**src/sv/bmp_pkg.sv**
```systemverilog
// ----------------------------------------------------------------------------
// bmp_pkg
// shared types and constants of the bus mouse port controller
// ----------------------------------------------------------------------------
`default_nettype none

package bmp_pkg;

  // item operations
  typedef enum logic [1:0] {
    OP_READ   = 2'd0,
    OP_WRITE  = 2'd1,
    OP_MOTION = 2'd2,
    OP_TICK   = 2'd3
  } opcode_t;

  // byte ports of the parallel interface
  typedef enum logic [1:0] {
    PORT_DATA = 2'd0,
    PORT_SIG  = 2'd1,
    PORT_CTL  = 2'd2,
    PORT_MODE = 2'd3
  } port_t;

  // control port bit positions
  localparam int unsigned CTL_INT_DIS  = 4;
  localparam int unsigned CTL_SEL_HIGH = 5;
  localparam int unsigned CTL_SEL_Y    = 6;
  localparam int unsigned CTL_HOLD     = 7;

  localparam logic [7:0] CTL_RESET  = 8'h10;
  localparam logic [7:0] MODE_RESET = 8'h91;

  localparam int unsigned TOGGLE_W = 10;
  localparam logic [TOGGLE_W-1:0] TOGGLE_RELOAD = 10'd1000;

  localparam int unsigned COUNTDOWN_W = 4;
  localparam logic [COUNTDOWN_W-1:0] DISABLE_TICKS = 4'd8;

  localparam logic [2:0] IRQ_SEL_RESET = 3'd3;

  // accumulator commands from the port logic to one axis
  typedef struct packed {
    logic add;    // host motion adds delta
    logic latch;  // hold edge subtracts the clamped value
  } acc_cmd_t;

endpackage

`default_nettype wire

```
**src/sv/bmp_cfg.sv**
```systemverilog
// ----------------------------------------------------------------------------
// bmp_cfg
// apb register for the jumpered interrupt level, decoded to a port c mask
// ----------------------------------------------------------------------------
`default_nettype none

module bmp_cfg (
  input  logic        clk,
  input  logic        rst_n,
  input  logic        psel,
  input  logic        penable,
  input  logic        pwrite,
  input  logic [2:0]  paddr,
  input  logic [31:0] pwdata,
  output logic [31:0] prdata,
  output logic        pready,
  output logic [7:0]  irq_mask
);
  import bmp_pkg::*;

  logic [2:0] irq_sel_r;
  logic       wr_en;

  assign pready = 1'b1;
  assign wr_en  = psel && penable && pwrite && (paddr[2] == 1'b0);

  always_ff @(posedge clk) begin
    if (!rst_n) begin
      irq_sel_r <= IRQ_SEL_RESET;
    end else if (wr_en) begin
      irq_sel_r <= pwdata[2:0];
    end
  end

  assign prdata = (paddr[2] == 1'b0) ? {29'd0, irq_sel_r} : 32'd0;

  // level saturates to 2..5, bit index is 5 - level
  always_comb begin
    case (irq_sel_r)
      3'd0, 3'd1, 3'd2: irq_mask = 8'h08;
      3'd3:             irq_mask = 8'h04;
      3'd4:             irq_mask = 8'h02;
      default:          irq_mask = 8'h01;
    endcase
  end

endmodule

`default_nettype wire

```
**src/sv/bmp_axis.sv**
```systemverilog
// ----------------------------------------------------------------------------
// bmp_axis
// one saturating 32-bit motion accumulator with clamp-and-subtract on hold
// ----------------------------------------------------------------------------
`default_nettype none

module bmp_axis (
  input  logic                clk,
  input  logic                rst_n,
  input  bmp_pkg::acc_cmd_t   cmd,
  input  logic signed [15:0]  delta,
  output logic [7:0]          clamp_byte
);
  import bmp_pkg::*;

  logic signed [31:0] accum_r;
  logic signed [31:0] accum_nxt;
  logic signed [32:0] sum;
  logic signed [31:0] clamp_ext;

  // clamp to -128..127
  always_comb begin
    if (accum_r < -32'sd128) begin
      clamp_byte = 8'h80;
    end else if (accum_r > 32'sd127) begin
      clamp_byte = 8'h7F;
    end else begin
      clamp_byte = accum_r[7:0];
    end
  end

  assign clamp_ext = {{24{clamp_byte[7]}}, clamp_byte};
  assign sum       = {accum_r[31], accum_r} + {{17{delta[15]}}, delta};

  always_comb begin
    accum_nxt = accum_r;
    if (cmd.add) begin
      if (sum[32] != sum[31]) begin
        // overflow, pin at the signed limit
        accum_nxt = sum[32] ? 32'sh8000_0000 : 32'sh7FFF_FFFF;
      end else begin
        accum_nxt = sum[31:0];
      end
    end else if (cmd.latch) begin
      accum_nxt = accum_r - clamp_ext;
    end
  end

  always_ff @(posedge clk) begin
    if (!rst_n) begin
      accum_r <= '0;
    end else begin
      accum_r <= accum_nxt;
    end
  end

endmodule

`default_nettype wire

```
**src/sv/bus_mouse_port_controller.sv**
```systemverilog
// ----------------------------------------------------------------------------
// bus_mouse_port_controller
// bus mouse adapter: four byte ports, motion accumulators, timer interrupt
// ----------------------------------------------------------------------------
// result: each result word is registered in the output register when its input
//   word is taken
// throughput: one word per cycle; all state updates at the accept edge, so
//   the next word sees them at once; in_ready only drops while a result waits
// reset: synchronous active-low rst_n returns all ports and counters to their
//   power-on values (control 0x10, mode 0x91, read toggle count 1000)
// ----------------------------------------------------------------------------
`default_nettype none

module bus_mouse_port_controller (
  input  logic               clk,
  input  logic               rst_n,
  // input channel
  input  logic               in_valid,
  output logic               in_ready,
  input  logic [1:0]         in_opcode,
  input  logic [1:0]         in_port_offset,
  input  logic [7:0]         in_write_data,
  input  logic signed [15:0] in_motion_dx,
  input  logic signed [15:0] in_motion_dy,
  input  logic [2:0]         in_button_bits,
  // result channel
  output logic               out_valid,
  input  logic               out_ready,
  output logic [7:0]         out_read_data,
  output logic               out_irq_line,
  output logic               out_mouse_active,
  output logic               out_active_changed,
  // configuration port
  input  logic               psel,
  input  logic               penable,
  input  logic               pwrite,
  input  logic [2:0]         paddr,
  input  logic [31:0]        pwdata,
  output logic [31:0]        prdata,
  output logic               pready
);
  import bmp_pkg::*;

  // --------------------------------------------------------------------------
  // configuration
  // --------------------------------------------------------------------------
  logic [7:0] irq_mask;

  bmp_cfg u_cfg (
    .clk      (clk),
    .rst_n    (rst_n),
    .psel     (psel),
    .penable  (penable),
    .pwrite   (pwrite),
    .paddr    (paddr),
    .pwdata   (pwdata),
    .prdata   (prdata),
    .pready   (pready),
    .irq_mask (irq_mask)
  );

  // --------------------------------------------------------------------------
  // state
  // --------------------------------------------------------------------------
  logic [7:0]             data_r,   data_nxt;
  logic [7:0]             sig_r,    sig_nxt;
  logic [7:0]             ctl_r,    ctl_nxt;
  logic [7:0]             mode_r,   mode_nxt;
  logic                   held_r,   held_nxt;
  logic [7:0]             held_x_r, held_x_nxt;
  logic [7:0]             held_y_r, held_y_nxt;
  logic [2:0]             btn_r,    btn_nxt;
  logic [TOGGLE_W-1:0]    tog_r,    tog_nxt;
  logic [COUNTDOWN_W-1:0] cd_r,     cd_nxt;
  logic                   en_r,     en_nxt;
  logic                   irq_r,    irq_nxt;

  logic [7:0] rd_nxt;
  logic       chg_nxt;

  logic       out_valid_r;
  logic [7:0] out_rd_r;
  logic       out_irq_r;
  logic       out_act_r;
  logic       out_chg_r;

  logic       accept;
  acc_cmd_t   cmd;
  logic [7:0] clamp_x;
  logic [7:0] clamp_y;

  // result register parts the two sides
  assign in_ready = !out_valid_r || out_ready;
  assign accept   = in_valid && in_ready;

  // --------------------------------------------------------------------------
  // motion accumulators
  // --------------------------------------------------------------------------
  bmp_axis u_axis_x (
    .clk        (clk),
    .rst_n      (rst_n),
    .cmd        (cmd),
    .delta      (in_motion_dx),
    .clamp_byte (clamp_x)
  );

  bmp_axis u_axis_y (
    .clk        (clk),
    .rst_n      (rst_n),
    .cmd        (cmd),
    .delta      (in_motion_dy),
    .clamp_byte (clamp_y)
  );

  // --------------------------------------------------------------------------
  // per-word port logic
  // --------------------------------------------------------------------------
  always_comb begin
    logic [7:0] sel_byte;
    logic [7:0] nib;
    logic       int_en;

    data_nxt   = data_r;
    sig_nxt    = sig_r;
    ctl_nxt    = ctl_r;
    mode_nxt   = mode_r;
    held_nxt   = held_r;
    held_x_nxt = held_x_r;
    held_y_nxt = held_y_r;
    btn_nxt    = btn_r;
    tog_nxt    = tog_r;
    cd_nxt     = cd_r;
    en_nxt     = en_r;
    irq_nxt    = irq_r;
    rd_nxt     = 8'd0;
    chg_nxt    = 1'b0;
    cmd        = '0;
    sel_byte   = 8'd0;
    nib        = 8'd0;
    int_en     = !ctl_r[CTL_INT_DIS];

    if (accept) begin
      case (opcode_t'(in_opcode))
        OP_READ: begin
          case (port_t'(in_port_offset))
            PORT_DATA: rd_nxt = data_r;
            PORT_SIG:  rd_nxt = sig_r;
            PORT_CTL: begin
              rd_nxt = ctl_r;
              // every 1001st control read shows the interrupt bit flipped
              if (tog_r != '0) begin
                tog_nxt = tog_r - 1'b1;
              end else begin
                tog_nxt = TOGGLE_RELOAD;
                rd_nxt  = ctl_r ^ irq_mask;
              end
            end
            default: rd_nxt = mode_r;
          endcase
        end

        OP_WRITE: begin
          case (port_t'(in_port_offset))
            PORT_SIG:  sig_nxt  = in_write_data;
            PORT_MODE: mode_nxt = in_write_data;
            PORT_CTL: begin
              ctl_nxt = {in_write_data[7:4], ctl_r[3:0]};
              // hold edge latches clamped counters
              if (ctl_nxt[CTL_HOLD]) begin
                if (!held_r) begin
                  held_nxt   = 1'b1;
                  cmd.latch  = 1'b1;
                  held_x_nxt = clamp_x;
                  held_y_nxt = clamp_y;
                end
              end else begin
                held_nxt = 1'b0;
              end
              // port a only refreshes while held
              if (held_nxt) begin
                sel_byte = ctl_nxt[CTL_SEL_Y] ? held_y_nxt : held_x_nxt;
                nib      = ctl_nxt[CTL_SEL_HIGH] ? {4'd0, sel_byte[7:4]}
                                                 : {4'd0, sel_byte[3:0]};
                // active-low buttons: left bit 7, middle bit 6, right bit 5
                nib[7]   = !btn_r[0];
                nib[5]   = !btn_r[1];
                nib[6]   = !btn_r[2];
                data_nxt = nib;
              end
              // interrupt disable drops the line and clears the bit
              if (ctl_nxt[CTL_INT_DIS]) begin
                irq_nxt = 1'b0;
                ctl_nxt = ctl_nxt & ~irq_mask;
              end
            end
            default: ; // data port writes are ignored
          endcase
        end

        OP_MOTION: begin
          cmd.add = 1'b1;
          btn_nxt = in_button_bits;
        end

        default: begin
          // timer tick: toggle interrupt bit, line follows only when enabled
          ctl_nxt = ctl_r ^ irq_mask;
          if (int_en) begin
            irq_nxt = ((ctl_r & irq_mask) == 8'd0);
            cd_nxt  = DISABLE_TICKS;
            if (!en_r) begin
              en_nxt  = 1'b1;
              chg_nxt = 1'b1;
            end
          end else begin
            if (cd_r != '0) begin
              cd_nxt = cd_r - 1'b1;
            end
            if ((cd_nxt == '0) && en_r) begin
              en_nxt  = 1'b0;
              chg_nxt = 1'b1;
            end
          end
        end
      endcase
    end
  end

  // --------------------------------------------------------------------------
  // state and result registers
  // --------------------------------------------------------------------------
  always_ff @(posedge clk) begin
    if (!rst_n) begin
      data_r      <= 8'd0;
      sig_r       <= 8'd0;
      ctl_r       <= CTL_RESET;
      mode_r      <= MODE_RESET;
      held_r      <= 1'b0;
      held_x_r    <= 8'd0;
      held_y_r    <= 8'd0;
      btn_r       <= 3'd0;
      tog_r       <= TOGGLE_RELOAD;
      cd_r        <= '0;
      en_r        <= 1'b0;
      irq_r       <= 1'b0;
      out_valid_r <= 1'b0;
    end else begin
      data_r   <= data_nxt;
      sig_r    <= sig_nxt;
      ctl_r    <= ctl_nxt;
      mode_r   <= mode_nxt;
      held_r   <= held_nxt;
      held_x_r <= held_x_nxt;
      held_y_r <= held_y_nxt;
      btn_r    <= btn_nxt;
      tog_r    <= tog_nxt;
      cd_r     <= cd_nxt;
      en_r     <= en_nxt;
      irq_r    <= irq_nxt;
      if (accept) begin
        out_valid_r <= 1'b1;
      end else if (out_ready) begin
        out_valid_r <= 1'b0;
      end
    end
  end

  // result payload, loaded with each accepted word
  always_ff @(posedge clk) begin
    if (accept) begin
      out_rd_r  <= rd_nxt;
      out_irq_r <= irq_nxt;
      out_act_r <= en_nxt;
      out_chg_r <= chg_nxt;
    end
  end

  assign out_valid          = out_valid_r;
  assign out_read_data      = out_rd_r;
  assign out_irq_line       = out_irq_r;
  assign out_mouse_active   = out_act_r;
  assign out_active_changed = out_chg_r;

endmodule

`default_nettype wire
```
**config.mk**
```make
export PLATFORM = sky130hd
export DESIGN_NAME = bus_mouse_port_controller
export DESIGN_NICKNAME = d
export VERILOG_FILES = /design/src/sv/bmp_pkg.sv /design/src/sv/bmp_cfg.sv /design/src/sv/bmp_axis.sv /design/src/sv/bus_mouse_port_controller.sv
export SDC_FILE = /design/constraint.sdc
export NUM_CORES = 1
export LEC_CHECK = 0
export ABC_AREA = 1
export BUFFER_PORTS_ARGS = -buffer_cell sky130_fd_sc_hd__buf_2
export CAP_MARGIN = 30
export CELL_PAD_IN_SITES_DETAIL_PLACEMENT = 1
export CELL_PAD_IN_SITES_GLOBAL_PLACEMENT = 2
export CORE_ASPECT_RATIO = 0.6
export CORE_MARGIN = 1
export CORE_UTILIZATION = 30
export DETAILED_ROUTE_END_ITERATION = 8
export MAX_ROUTING_LAYER = met4
export PLACE_DENSITY_LB_ADDON = 0.1
export REMOVE_ABC_BUFFERS = 1
export SETUP_SLACK_MARGIN = 0.4
export SYNTH_ARGS = -nofsm -noshare
export SYNTH_HDL_FRONTEND = slang
export SYNTH_SLANG_ARGS = --single-unit
```
**constraint.sdc**
```tcl
create_clock -name clk -period 3.2 [get_ports clk]
set_input_delay 0.16 -clock clk [delete_from_list [all_inputs] [get_ports clk]]
set_output_delay 0.16 -clock clk [all_outputs]
set_load 0.1 [all_outputs]
```
==> summary.txt, run 1 <==
Run status
  • Status: complete, no violations

Yosys
  • Yosys top cell area share: 17.4%
  • Synth warn: 0
  • Most frequent cells after synthesis: nand2_1, inv_1, nor2_1, a21oi_1, o21ai_0
  • Synth top area cells: dfxtp_1, nand2_1, ha_1
  • Synthesized area per cell: 6.14 µm²
  • Synthesized flop and latch total: 146
  • Area leader, netlist: dfxtp_1
  • Netlist cell types: 61
  • Mapped Area: 15500 µm²
  • Share of flip-flops with an asynchronous set or reset: 0%
  • EDFF count, synth: 11
  • Top-count cell post-synth: nand2_1
  • Top FF cell, synth: dfxtp_1
  • Post-synthesis sequential area ratio: 19.5%
  • Syn Inst Count: 2533

Floorplan
  • Core Region: 51100 µm²
  • Ports: 135
  • Initial Utilization: 30.4%
  • Rows: 64
  • Die area: 52800 µm²
  • DIE HEIGHT: 178 µm
  • Die X: 296 µm

Route
  • DR vias/cell: 5.16
  • Post-DRT Antenna Nets: 0
  • WL/cell: 19.9 µm
  • Vias: 18000
  • Wirelength, routed: 69400 µm
  • DRT Pass-1 Iters: 5
  • Starting DRT DRC Count: 1128
  • Remaining DRCs: 0

Clock tree
  • Clock transition at the registers of the reported paths: 80 ps
  • Clock sink count: 146
  • TritonCTS clock tree: built
  • Root Driver: clkbuf_16
  • Clock Path Buffers: 2
  • H-tree levels: 4
  • CTS buffer count: 17
  • Worst skew pair latency: 460 ps

Power
  • Power Density: 422 nW/µm²
  • Psw: 4170 µW
  • Clock share of power: 25.0%
  • Int Pwr: 4490 µW
  • Switch share: 48.1%
  • Max VDD drop: 377 µV
  • P_leak: 0.0103 µW
  • Part of the power in registers: 23.1%
  • Combinational share of power: 51.9%

Worst setup path
  • WP data required: 3590 ps
  • Crit start category: flop
  • Crit path DAT: 3420 ps
  • CP endpoint kind: flop
  • Worst Setup EP: u_axis_y.accum_r[25]$_SDFFE_PN0P_
  • Worst setup path class: reg2reg
  • FF-to-FF path depth: 17
  • RR Endpoint: u_axis_y.accum_r[25]$_SDFFE_PN0P_
  • R2R setup slack: 170 ps
  • Max FO, Critical Path: 8
  • Crit Reg-Reg Startpoint: u_axis_y.accum_r[17]$_SDFFE_PN0P_
  • Critical Path Start: u_axis_y.accum_r[17]$_SDFFE_PN0P_

Hold path
  • HP Class: in2reg

Placement
  • Port Buffers: 73
  • Dpl cell area: 17300 µm²
  • DP Worst Slack: -35.2 ps
  • Gpl congestion: 0.995
  • Post-DP HPWL: 54000 µm

Run
  • # Max-Cap Violations: 0

Timing
  • Worst Setup Slack, final: 171 ps
  • RSZ-0062 raised after global routing: yes
  • Setup Skew: 9.97 ps
  • Tcrit/Tclk final: 94.6%
  • Achievable clock frequency: 330 MHz
  • Pin slew with the least headroom to its limit: 923 ps
  • Setup TNS: 0 ps
  • Setup violations, final: 0
  • Hold Violations, Final: 0
  • Period minus WS final: 3030 ps
  • Max Slew Vio Count: 0
  • Max_slew headroom: 38.4%

GRT
  • First-pass GRT wire length: 105000 µm
  • GRT overflow: 0
  • GRT met2 Usage: 32.7%
  • Met1 Use GR: 43.4%
  • Met3 Use GR: 5.69%
  • Largest net degree at the start of global routing: 71
  • Most Crowded Layer GR: met1
  • Vias in the first global route: 17700
  • Total track usage: 26.8%
  • Initial antenna violation count: 1

Finish
  • Share of cells above drive strength 1: 28.0%
  • Area growth from synthesis to layout: 31.9%
  • Design area: 20500 µm²
  • Final net count: 3005
-- cell type report --
cell class,instances,area (µm²)
fill,6630,30600
inverter,322,1230
tap,693,867
clock inverter,15,184
sequential,146,3170
antenna,1,2.50
timing repair inverter,1,7.51
timing repair buffer,292,2310
multi-input combinational,2008,12300
clock buffer,17,425
-- logic make-up after synthesis --
family | Yosys count | synth area share (%)
simple gates | 1213 | 33.8
compound gates | 573 | 21.4
buf+inv | 408 | 11.3
flops | 146 | 19.5
fa+ha+maj | 128 | 10.4
xor+xnor | 63 | 3.55
other cells | 2 | 0.0483
-- placed cells by master, fill, tap and decap left out, types with 30 or more instances in the layout --
cell type  netlist  layout
a21oi_1        238     186
a21oi_2          9      58
buf_2            8      72
buf_4           35     182
conb_1           2      30
dfxtp_1        135      82
ha_1           126      91
inv_1          307     296
nand2_1        630     512
nand2_2         18     105
nand2_4          8      37
nand3_1        161     131
nand3_2         11      35
nand4_1         35      35
nor2_1         269     233
nor2_2           9      37
o21ai_0        172     160
xor2_1          46      45
-- worst min-delay path by stage --
stage               cells after the start  slack, ps                         endpoint        startpoint
floorplan                               1        240           mode_r[7]$_SDFFE_PN1P_             rst_n
global placement                        3        390  u_cfg.irq_sel_r[1]$_SDFFE_PN1P_         pwdata[1]
detailed placement                      3        390  u_cfg.irq_sel_r[1]$_SDFFE_PN1P_         pwdata[1]
CTS                                     3        0.8            sig_r[4]$_SDFFE_PN0P_  in_write_data[4]
global route                            3         10            sig_r[2]$_SDFFE_PN0P_  in_write_data[2]
finish                                  3          9            sig_r[2]$_SDFFE_PN0P_  in_write_data[2]
-- routing by layer --
layer	up-vias	share of wire (%)
li1	8913	-
met1	8726	57
met2	373	36
met3	28	7.0
met4	0	0.58
met5	-	0
-- worst max-delay path: stages, from the launching register on --
cell,delay (ps)
dfxtp_4,360
buf_4,130
ha_1,320
nand2_1,160
inv_1,70
a21oi_2,210
o21ai_1,150
a221oi_2,410
nand2_1,100
nand2_1,120
nand2_4,80
nor2_4,120
nor2_4,50
buf_6,190
buf_16,170
nand2_2,70
nand2_1,60
a21oi_2,170
-- what timing repair did --
action,CTS,global route
hold buffers,10,0
gates cloned,8,0
setup buffers,18,62
hold endpoints to repair,11,0
setup endpoints to repair,63,64
gates resized for setup,161,343
pin swaps,44,89
-- registers in the layout (all words and copies together) (netlist names), 3 cells and up --
register,flops
u_axis_x.accum_r,32
u_axis_y.accum_r,32
tog_r,10
ctl_r,8
held_x_r,8
held_y_r,8
mode_r,8
out_read_data,8
sig_r,8
data_r,7
cd_r,4
btn_r,3
u_cfg.irq_sel_r,3
-- per-stage QoR --
step,hold WS [ps],total power [µW],util [%],std cells
2_1_floorplan,244,4390,-,2475
3_3_place_gp,386,5620,33.9,3364
3_5_place_dp,391,5690,33.9,3364
4_1_cts,0.842,8120,36.9,3432
5_1_grt,11.3,9180,40.2,3495
6_report,8.62,8660,40.2,3495
-- power by group through the flow --
stage / logic, µW / clock network (µW) / registers [µW]
after floorplan: 2300 / 0 / 2080
after global placement: 3570 / 0 / 2050
after detailed placement: 3630 / 0 / 2050
after CTS: 3900 / 2200 / 2020
after global routing: 4890 / 2280 / 2010
final: 4500 / 2160 / 2000
(Power assumes the default switching activity.)
==> inputs of run 2 (changes only) <==
Settings changed: PLACE_DENSITY from default to 0.79, PLACE_DENSITY_LB_ADDON 0.1 to default.
==> run 2 against run 1 <==
Against the previous run: cell area fell by 2.3%; critical path depth did not move; hold slack improved by 2.7 ps; first-iteration DRC count rose by 4.0%; final cell count fell by 0.66%; non-clock buffer count fell by 23; via count rose by 0.21%; sequential share of layout area rose by 0.32 points; highest routed layer unchanged.
==> summary.txt, run 2 (same netlist as run 1, synthesis figures left out) <==
Run status
  • Status: complete, no violations

Timing
  • Min Hold Slack: 11.3 ps (+2.71 ps)
  • Period minus WS final: 3020 ps (-10.5 ps)
  • RSZ-0062 raised after global routing: yes
  • Pin slew with the least headroom to its limit: 914 ps (-9.35 ps)
  • Max Slew Vio Count: 0 (unchanged)
  • Achievable clock frequency: 331 MHz (+0.35%)
  • Setup violations, final: 0 (unchanged)
  • Hold Violations, Final: 0 (unchanged)
  • Max_slew headroom: 38.9% (+0.48 points)
  • Tcrit/Tclk final: 94.3% (-0.33 points)
  • Setup Skew: 20.1 ps (+10.1 ps)

Worst setup path
  • Worst setup path class: reg2reg
  • Crit start category: flop
  • Max FO, Critical Path: 8 (unchanged)
  • Most frequent CP cell: nand2_1
  • FF-to-FF path depth: 17 (unchanged)
  • Worst Setup EP: u_axis_y.accum_r[11]$_SDFFE_PN0P_
  • Worst path cell trace: buf_4, ha_1, nand2_1, nor2_1, inv_1, nor4_4, nand4_1, nand2_1, nand2_1, nand2_4, nor2_4, nor2_4, buf_6, buf_12, nand2_1, o21ai_1, a21oi_1
  • WP data required: 3540 ps (-50 ps)
  • CP endpoint kind: flop
  • Critical Path Start: u_axis_y.accum_r[24]$_SDFFE_PN0P_
  • R2R setup slack: 180 ps (about the same)
  • Cell at the slowest stage of the critical path: ha_1
  • Crit Reg-Reg Startpoint: u_axis_y.accum_r[24]$_SDFFE_PN0P_
  • Crit path DAT: 3360 ps (-60 ps)
  • Max stage delay on crit path: 380 ps (-30 ps)
  • RR Endpoint: u_axis_y.accum_r[11]$_SDFFE_PN0P_

Power
  • Total power: 8360 µW (-3.4%)
  • Power Density: 417 nW/µm² (-1.2%)
  • P_leak: 0.0101 µW (-1.9%)
  • Max VDD drop: 318 µV (-16%)

Floorplan
  • Initial Utilization: 30.4% (unchanged)
  • DIE HEIGHT: 178 µm (unchanged)
  • Core Region: 51100 µm² (unchanged)
  • Die area: 52800 µm² (unchanged)
  • Die X: 296 µm (unchanged)
  • Ports: 135 (unchanged)
  • Rows: 64 (unchanged)

Clock tree
  • Clock sink count: 146 (unchanged)
  • TritonCTS clock tree: built
  • Worst skew pair latency: 470 ps (about the same)
  • Root Driver: clkbuf_16
  • Clock Path Buffers: 2 (unchanged)
  • Clock transition at the registers of the reported paths: 80 ps (about the same)
  • CTS buffer count: 17 (unchanged)
  • H-tree levels: 4 (unchanged)

Finish
  • Most frequent cells in the layout: nand2_1, inv_1, nor2_1, a21oi_1, o21ai_0
  • Regs by FF count: u_axis_x.accum_r x32, u_axis_y.accum_r x32, tog_r x10
  • Most common cell after layout, fill and taps aside: nand2_1
  • Final net count: 2981 (-0.80%)
  • Area growth from synthesis to layout: 28.9%
  • Share of cells above drive strength 1: 25.0% (-3.0 points)
  • Utilization after layout: 39.2% (-0.91 points)
  • # fillers: 6634 (+0.060%)

Route
  • Post-DRT Antenna Nets: 0 (unchanged)
  • Wirelength, routed: 66300 µm (-4.5%)
  • Vias: 18100 (+0.21%)
  • DR vias/cell: 5.21 (+0.87%)
  • Remaining DRCs: 0 (unchanged)
  • DRT Pass-1 Iters: 5 (unchanged)
  • WL/cell: 19.1 µm (-3.8%)
  • Starting DRT DRC Count: 1173 (+4.0%)

GRT
  • Initial antenna violation count: 2 (+1)
  • Vias in the first global route: 17500 (-0.99%)
  • GRT overflow: 0 (unchanged)
  • Largest net degree at the start of global routing: 70 (-1.4%)
  • Total track usage: 25.5% (-1.3 points)
  • First-pass GRT wire length: 101000 µm (-3.9%)

Run
  • # Max-Cap Violations: 0 (unchanged)

Placement
  • Post-DP HPWL: 51600 µm (-4.4%)
  • Port Buffers: 73 (unchanged)
  • Gpl congestion: 0.928 (-6.7%)

Hold path
  • HP Class: in2reg
[run 2: final cells by class]
type | instances | area, µm² | share of cell area (%)
clock inverters | 14 | 133 | 0.662
well taps | 693 | 867 | 4.33
clock buffers | 18 | 439 | 2.19
inverters | 322 | 1230 | 6.14
diodes | 2 | 5.00 | 0.0250
multi-input cells | 2008 | 12100 | 60.2
repair buffers | 269 | 2130 | 10.6
flip-flops and latches | 146 | 3160 | 15.8
[run 2: layer usage]
metal	track usage, %	share of wire [%]
met3	4.54	6.2
met2	32.8	38
met4	3.15	0.48
met1	40.5	55
met5	-	0
[run 2: worst min path at each step]
stage,from,to,slack (ps),depth (start not counted)
finish,out_ready,out_valid$_SDFFE_PN0P_,10,4
detailed placement,in_button_bits[2],btn_r[2]$_SDFFE_PN0P_,400,3
floorplan,rst_n,mode_r[7]$_SDFFE_PN1P_,240,1
global route,out_ready,out_valid$_SDFFE_PN0P_,30,4
CTS,out_ready,out_valid$_SDFFE_PN0P_,3,4
global placement,pwdata[1],u_cfg.irq_sel_r[1]$_SDFFE_PN1P_,390,3
[run 2: power by group]
part	internal, µW	switching, µW
sequential	1910	84.1
clock	1060	1030
combinational	1420	2860
total	4390	3970
[run 2: per-stage QoR]
| step | instance area (µm²) | worst slack, ps | setup TNS [ps] | cells |
|---|---|---|---|---|
| 2_1_floorplan | 15100 | -642 | -33840 | 2475 |
| 3_3_place_gp | 17200 | -2.66 | -2.66 | 3345 |
| 3_5_place_dp | 17200 | -155 | -1060 | 3345 |
| 4_1_cts | 18900 | 272 | 0 | 3430 |
| 5_1_grt | 20000 | 37.1 | 0 | 3472 |
| 6_report | 20000 | 182 | 0 | 3472 |
[run 2: critical path: cells and delay by family, from the launching register on]
family	cells	cell delay, ps
and+or+nand+nor	10	1450
buffers and inverters	4	590
adders and majority gates	1	380
DFF	1	340
AOI/OAI and AO/OA	2	150
[run 2: what timing repair did]
item	in CTS	in global routing
hold buffers	10	0
setup endpoints to repair	63	63
setup buffers	37	39
cloned	6	1
pin swaps	42	77
endpoints found under the hold margin	11	0
gates resized for setup	199	230
==> inputs of run 3 (changes only) <==
Settings changed: ABC_AREA 1 to default, CTS_CLUSTER_SIZE from default to 40, GPL_TIMING_DRIVEN from default to 0, PLACE_DENSITY 0.79 to 0.74.
==> run 3 against run 2 <==
Against the previous run: the run now ends with negative setup slack left; non-clock buffer count is 21 higher; sequential power is 5% higher; count of clock-buffer cells in the layout stayed put; cell area is 0.26% lower; critical endpoint is now u_axis_y.accum_r[31]$_SDFFE_PN0P_.
==> summary.txt, run 3 <==
Route
  • Post-DRT Antenna Nets: 0 (unchanged)
  • Wirelength, routed: 61700 µm (-6.9%)
  • DR vias/cell: 5.78 (+11%)
  • Remaining DRCs: 0 (unchanged)
  • DRT Pass-1 Iters: 5 (unchanged)
  • Vias: 15800 (-13%)
  • WL/cell: 22.6 µm (+18%)
  • Starting DRT DRC Count: 1423 (+21%)

Worst setup path
  • Worst setup path class: reg2reg
  • WP data required: 3600 ps (+60 ps)
  • FF-to-FF path depth: 16 (-1)
  • Crit Reg-Reg Startpoint: u_axis_y.accum_r[19]$_SDFFE_PN0P_
  • RR Endpoint: u_axis_y.accum_r[31]$_SDFFE_PN0P_
  • CP endpoint kind: flop
  • Crit path DAT: 4270 ps (+910 ps)
  • R2R setup slack: -670 ps (-850 ps)
  • Max FO, Critical Path: 5 (-3)
  • Crit start category: flop

Yosys
  • Post-synthesis sequential area ratio: 21.4% (+1.9 points)
  • Synth top area cells: dfxtp_1, ha_1, a21oi_1
  • Synthesized area per cell: 7.62 µm² (+24%)
  • Top-count cell post-synth: nand2_1
  • Area leader, netlist: dfxtp_1
  • Synth warn: 0 (unchanged)
  • Share of flip-flops with an asynchronous set or reset: 0% (unchanged)
  • Synthesized flop and latch total: 146 (unchanged)
  • Syn Inst Count: 1861 (-27%)
  • Yosys top cell area share: 19.1% (+1.7 points)
  • Top FF cell, synth: dfxtp_1
  • Mapped Area: 14200 µm² (-8.8%)
  • Most frequent cells after synthesis: nand2_1, a21oi_1, o21ai_0, dfxtp_1, nor2_1
  • Netlist cell types: 88 (+44%)
  • EDFF count, synth: 11 (unchanged)

Finish
  • Antenna Cells: 0 (-2)
  • Most frequent cells in the layout: nand2_1, a21oi_1, nor2_1, o21ai_0, buf_4
  • Final net count: 2307 (-23%)
  • Most common cell after layout, fill and taps aside: nand2_1
  • Area growth from synthesis to layout: 41.0%
  • Regs by FF count: u_axis_x.accum_r x32, u_axis_y.accum_r x32, tog_r x10
  • Share of cells above drive strength 1: 32.6% (+7.6 points)
  • Fin cells: 2733 (-21%)
  • Design area: 20000 µm² (-0.26%)

Timing
  • Worst Setup Slack, final: -669 ps (-851 ps)
  • Setup Skew: 17.2 ps (-2.85 ps)
  • RSZ-0062 raised after global routing: yes
  • Period minus WS final: 3870 ps (+851 ps)
  • Hold Violations, Final: 0 (unchanged)
  • Max_slew headroom: 28.0% (-11 points)
  • Setup violations, final: 58 (+58)
  • Max Slew Vio Count: 0 (unchanged)
  • Tcrit/Tclk final: 121% (+27 points)
  • Setup TNS: -24990 ps (-24990 ps)
  • Achievable clock frequency: 258 MHz (-22%)
  • Min Hold Slack: 5.66 ps (-5.67 ps)
  • Pin slew with the least headroom to its limit: 1080 ps (+166 ps)

Power
  • Psw: 3970 µW (-0.12%)
  • Clock share of power: 23.3% (-1.6 points)
  • P_leak: 0.00847 µW (-16%)
  • Part of the power in registers: 23.4% (-0.5 points)
  • Combinational share of power: 53.3% (+2.1 points)
  • Int Pwr: 5040 µW (+15%)
  • Max VDD drop: 390 µV (+23%)
  • Switch share: 44.0% (-3.4 points)
  • Power Density: 450 nW/µm² (+8.0%)

Floorplan
  • Ports: 135 (unchanged)
  • Rows: 61 (-4.7%)
  • Die X: 283 µm (-4.5%)
  • Core Region: 46500 µm² (-9.0%)
  • Initial Utilization: 30.5% (+0.080 points)
  • Die area: 48200 µm² (-8.7%)
  • DIE HEIGHT: 170 µm (-4.4%)

Placement
  • Dpl cell area: 15200 µm² (-12%)
  • Post-DP HPWL: 40800 µm (-21%)
  • Cell Count Post-Placement: 2492 (-26%)
  • Port Buffers: 73 (unchanged)
  • Gpl congestion: 0.894 (-3.7%)

Clock tree
  • Clock sink count: 146 (unchanged)
  • Root Driver: clkbuf_16
  • TritonCTS clock tree: built
  • Clock transition at the registers of the reported paths: 80 ps (about the same)
  • Clock Path Buffers: 2 (unchanged)
  • Worst skew pair latency: 480 ps (about the same)
  • CTS buffer count: 17 (unchanged)
  • H-tree levels: 4 (unchanged)

Run status
  • Status: complete, but fails checks
  • Failing checks: negative setup slack

GRT
  • GRT overflow: 0 (unchanged)
  • Vias in the first global route: 15600 (-11%)
  • Total track usage: 25.6% (+0.069 points)
  • Largest net degree at the start of global routing: 69 (-1.4%)
  • First-pass GRT wire length: 93100 µm (-7.4%)
  • Initial antenna violation count: 0 (-2)

Run
  • # Max-Cap Violations: 0 (unchanged)

Hold path
  • Cells on Worst Hold Path: 3 (-1)
  • Hold EP: out_valid$_SDFFE_PN0P_
  • HP Start: out_ready
  • HP Class: in2reg
-- run 3: worst max path at each step --
stage / start / to / cells past startpoint
final: u_axis_y.accum_r[19]$_SDFFE_PN0P_ / u_axis_y.accum_r[31]$_SDFFE_PN0P_ / 16
after global routing: u_axis_y.accum_r[19]$_SDFFE_PN0P_ / u_axis_y.accum_r[31]$_SDFFE_PN0P_ / 16
after CTS: u_axis_y.accum_r[9]$_SDFFE_PN0P_ / u_axis_y.accum_r[31]$_SDFFE_PN0P_ / 16
after detailed placement: u_axis_x.accum_r[8]$_SDFFE_PN0P_ / u_axis_x.accum_r[28]$_SDFFE_PN0P_ / 16
after global placement: out_valid$_SDFFE_PN0P_ / u_axis_x.accum_r[28]$_SDFFE_PN0P_ / 7
after floorplan: out_valid$_SDFFE_PN0P_ / u_axis_x.accum_r[18]$_SDFFE_PN0P_ / 7
-- run 3: logic make-up after synthesis --
group                      after synthesis  share of synthesized area [%]
xor gates and xnor gates               101                           6.24
and+or+nand+nor                        627                           22.0
buffers and inverters                  169                           5.35
muxes                                   42                           4.06
other                                    2                         0.0530
AOI/OAI and AO/OA                      646                           29.6
DFF                                    146                           21.4
adders and majority gates              128                           11.4
-- run 3: power groups by stage --
stage | clock network [µW] | logic (µW) | registers [µW]
CTS | 2110 | 4200 | 2100
global placement | 0 | 3110 | 2120
global route | 2200 | 5070 | 2110
floorplan | 0 | 2280 | 2100
detailed placement | 0 | 3180 | 2130
finish | 2100 | 4800 | 2110
-- run 3: critical path, stage by stage (launching register included) --
cell and delay (ps):
dfxtp_4 420, nand4_1 130, or4_4 610, nor2_4 150, nor2_4 70, a21oi_4 150
ha_4 200, inv_4 60, nor3_4 120, a22oi_2 90, o211a_4 230, a2111oi_4 440
o31ai_4 140, a31oi_4 250, nor4_2 80, or4b_4 530, a21oi_2 130
-- run 3: what timing repair did --
| action | 4_1_cts | 5_1_grt |
|---|---|---|
| setup buffers | 149 | 40 |
| hold buffers | 11 | 0 |
| endpoints found under the hold margin | 14 | 0 |
| resized for setup | 439 | 153 |
| pin swaps | 197 | 111 |
| endpoints found under the setup margin | 89 | 70 |
| cloned | 8 | 0 |
-- run 3: layout make-up --
class | instances | area, µm²
Clock buffer | 18 | 429
Fill cell | 5377 | 26500
Timing Repair Buffer | 290 | 2540
Tap cell | 630 | 788
Multi-Input combinational cell | 1581 | 12700
Inverter | 54 | 215
Sequential cell | 146 | 3200
Clock inverter | 14 | 149
-- run 3: stage by stage --
step	setup WS, ps	util [%]	total power [µW]
after CTS	-482	40.8	8410
after detailed placement	-2240	32.6	5310
final	-669	43.0	9000
after global routing	-743	43.0	9390
after floorplan	-1990	-	4380
after global placement	-4020	32.0	5230
-- run 3: routing by layer --
layer,up-vias,share of wire (%),GRT usage [%]
li1,7356,-,-
met1,7935,51,38.9
met2,433,42,35.5
met3,67,5.3,3.13
met4,0,1.3,4.70
met5,-,0,-
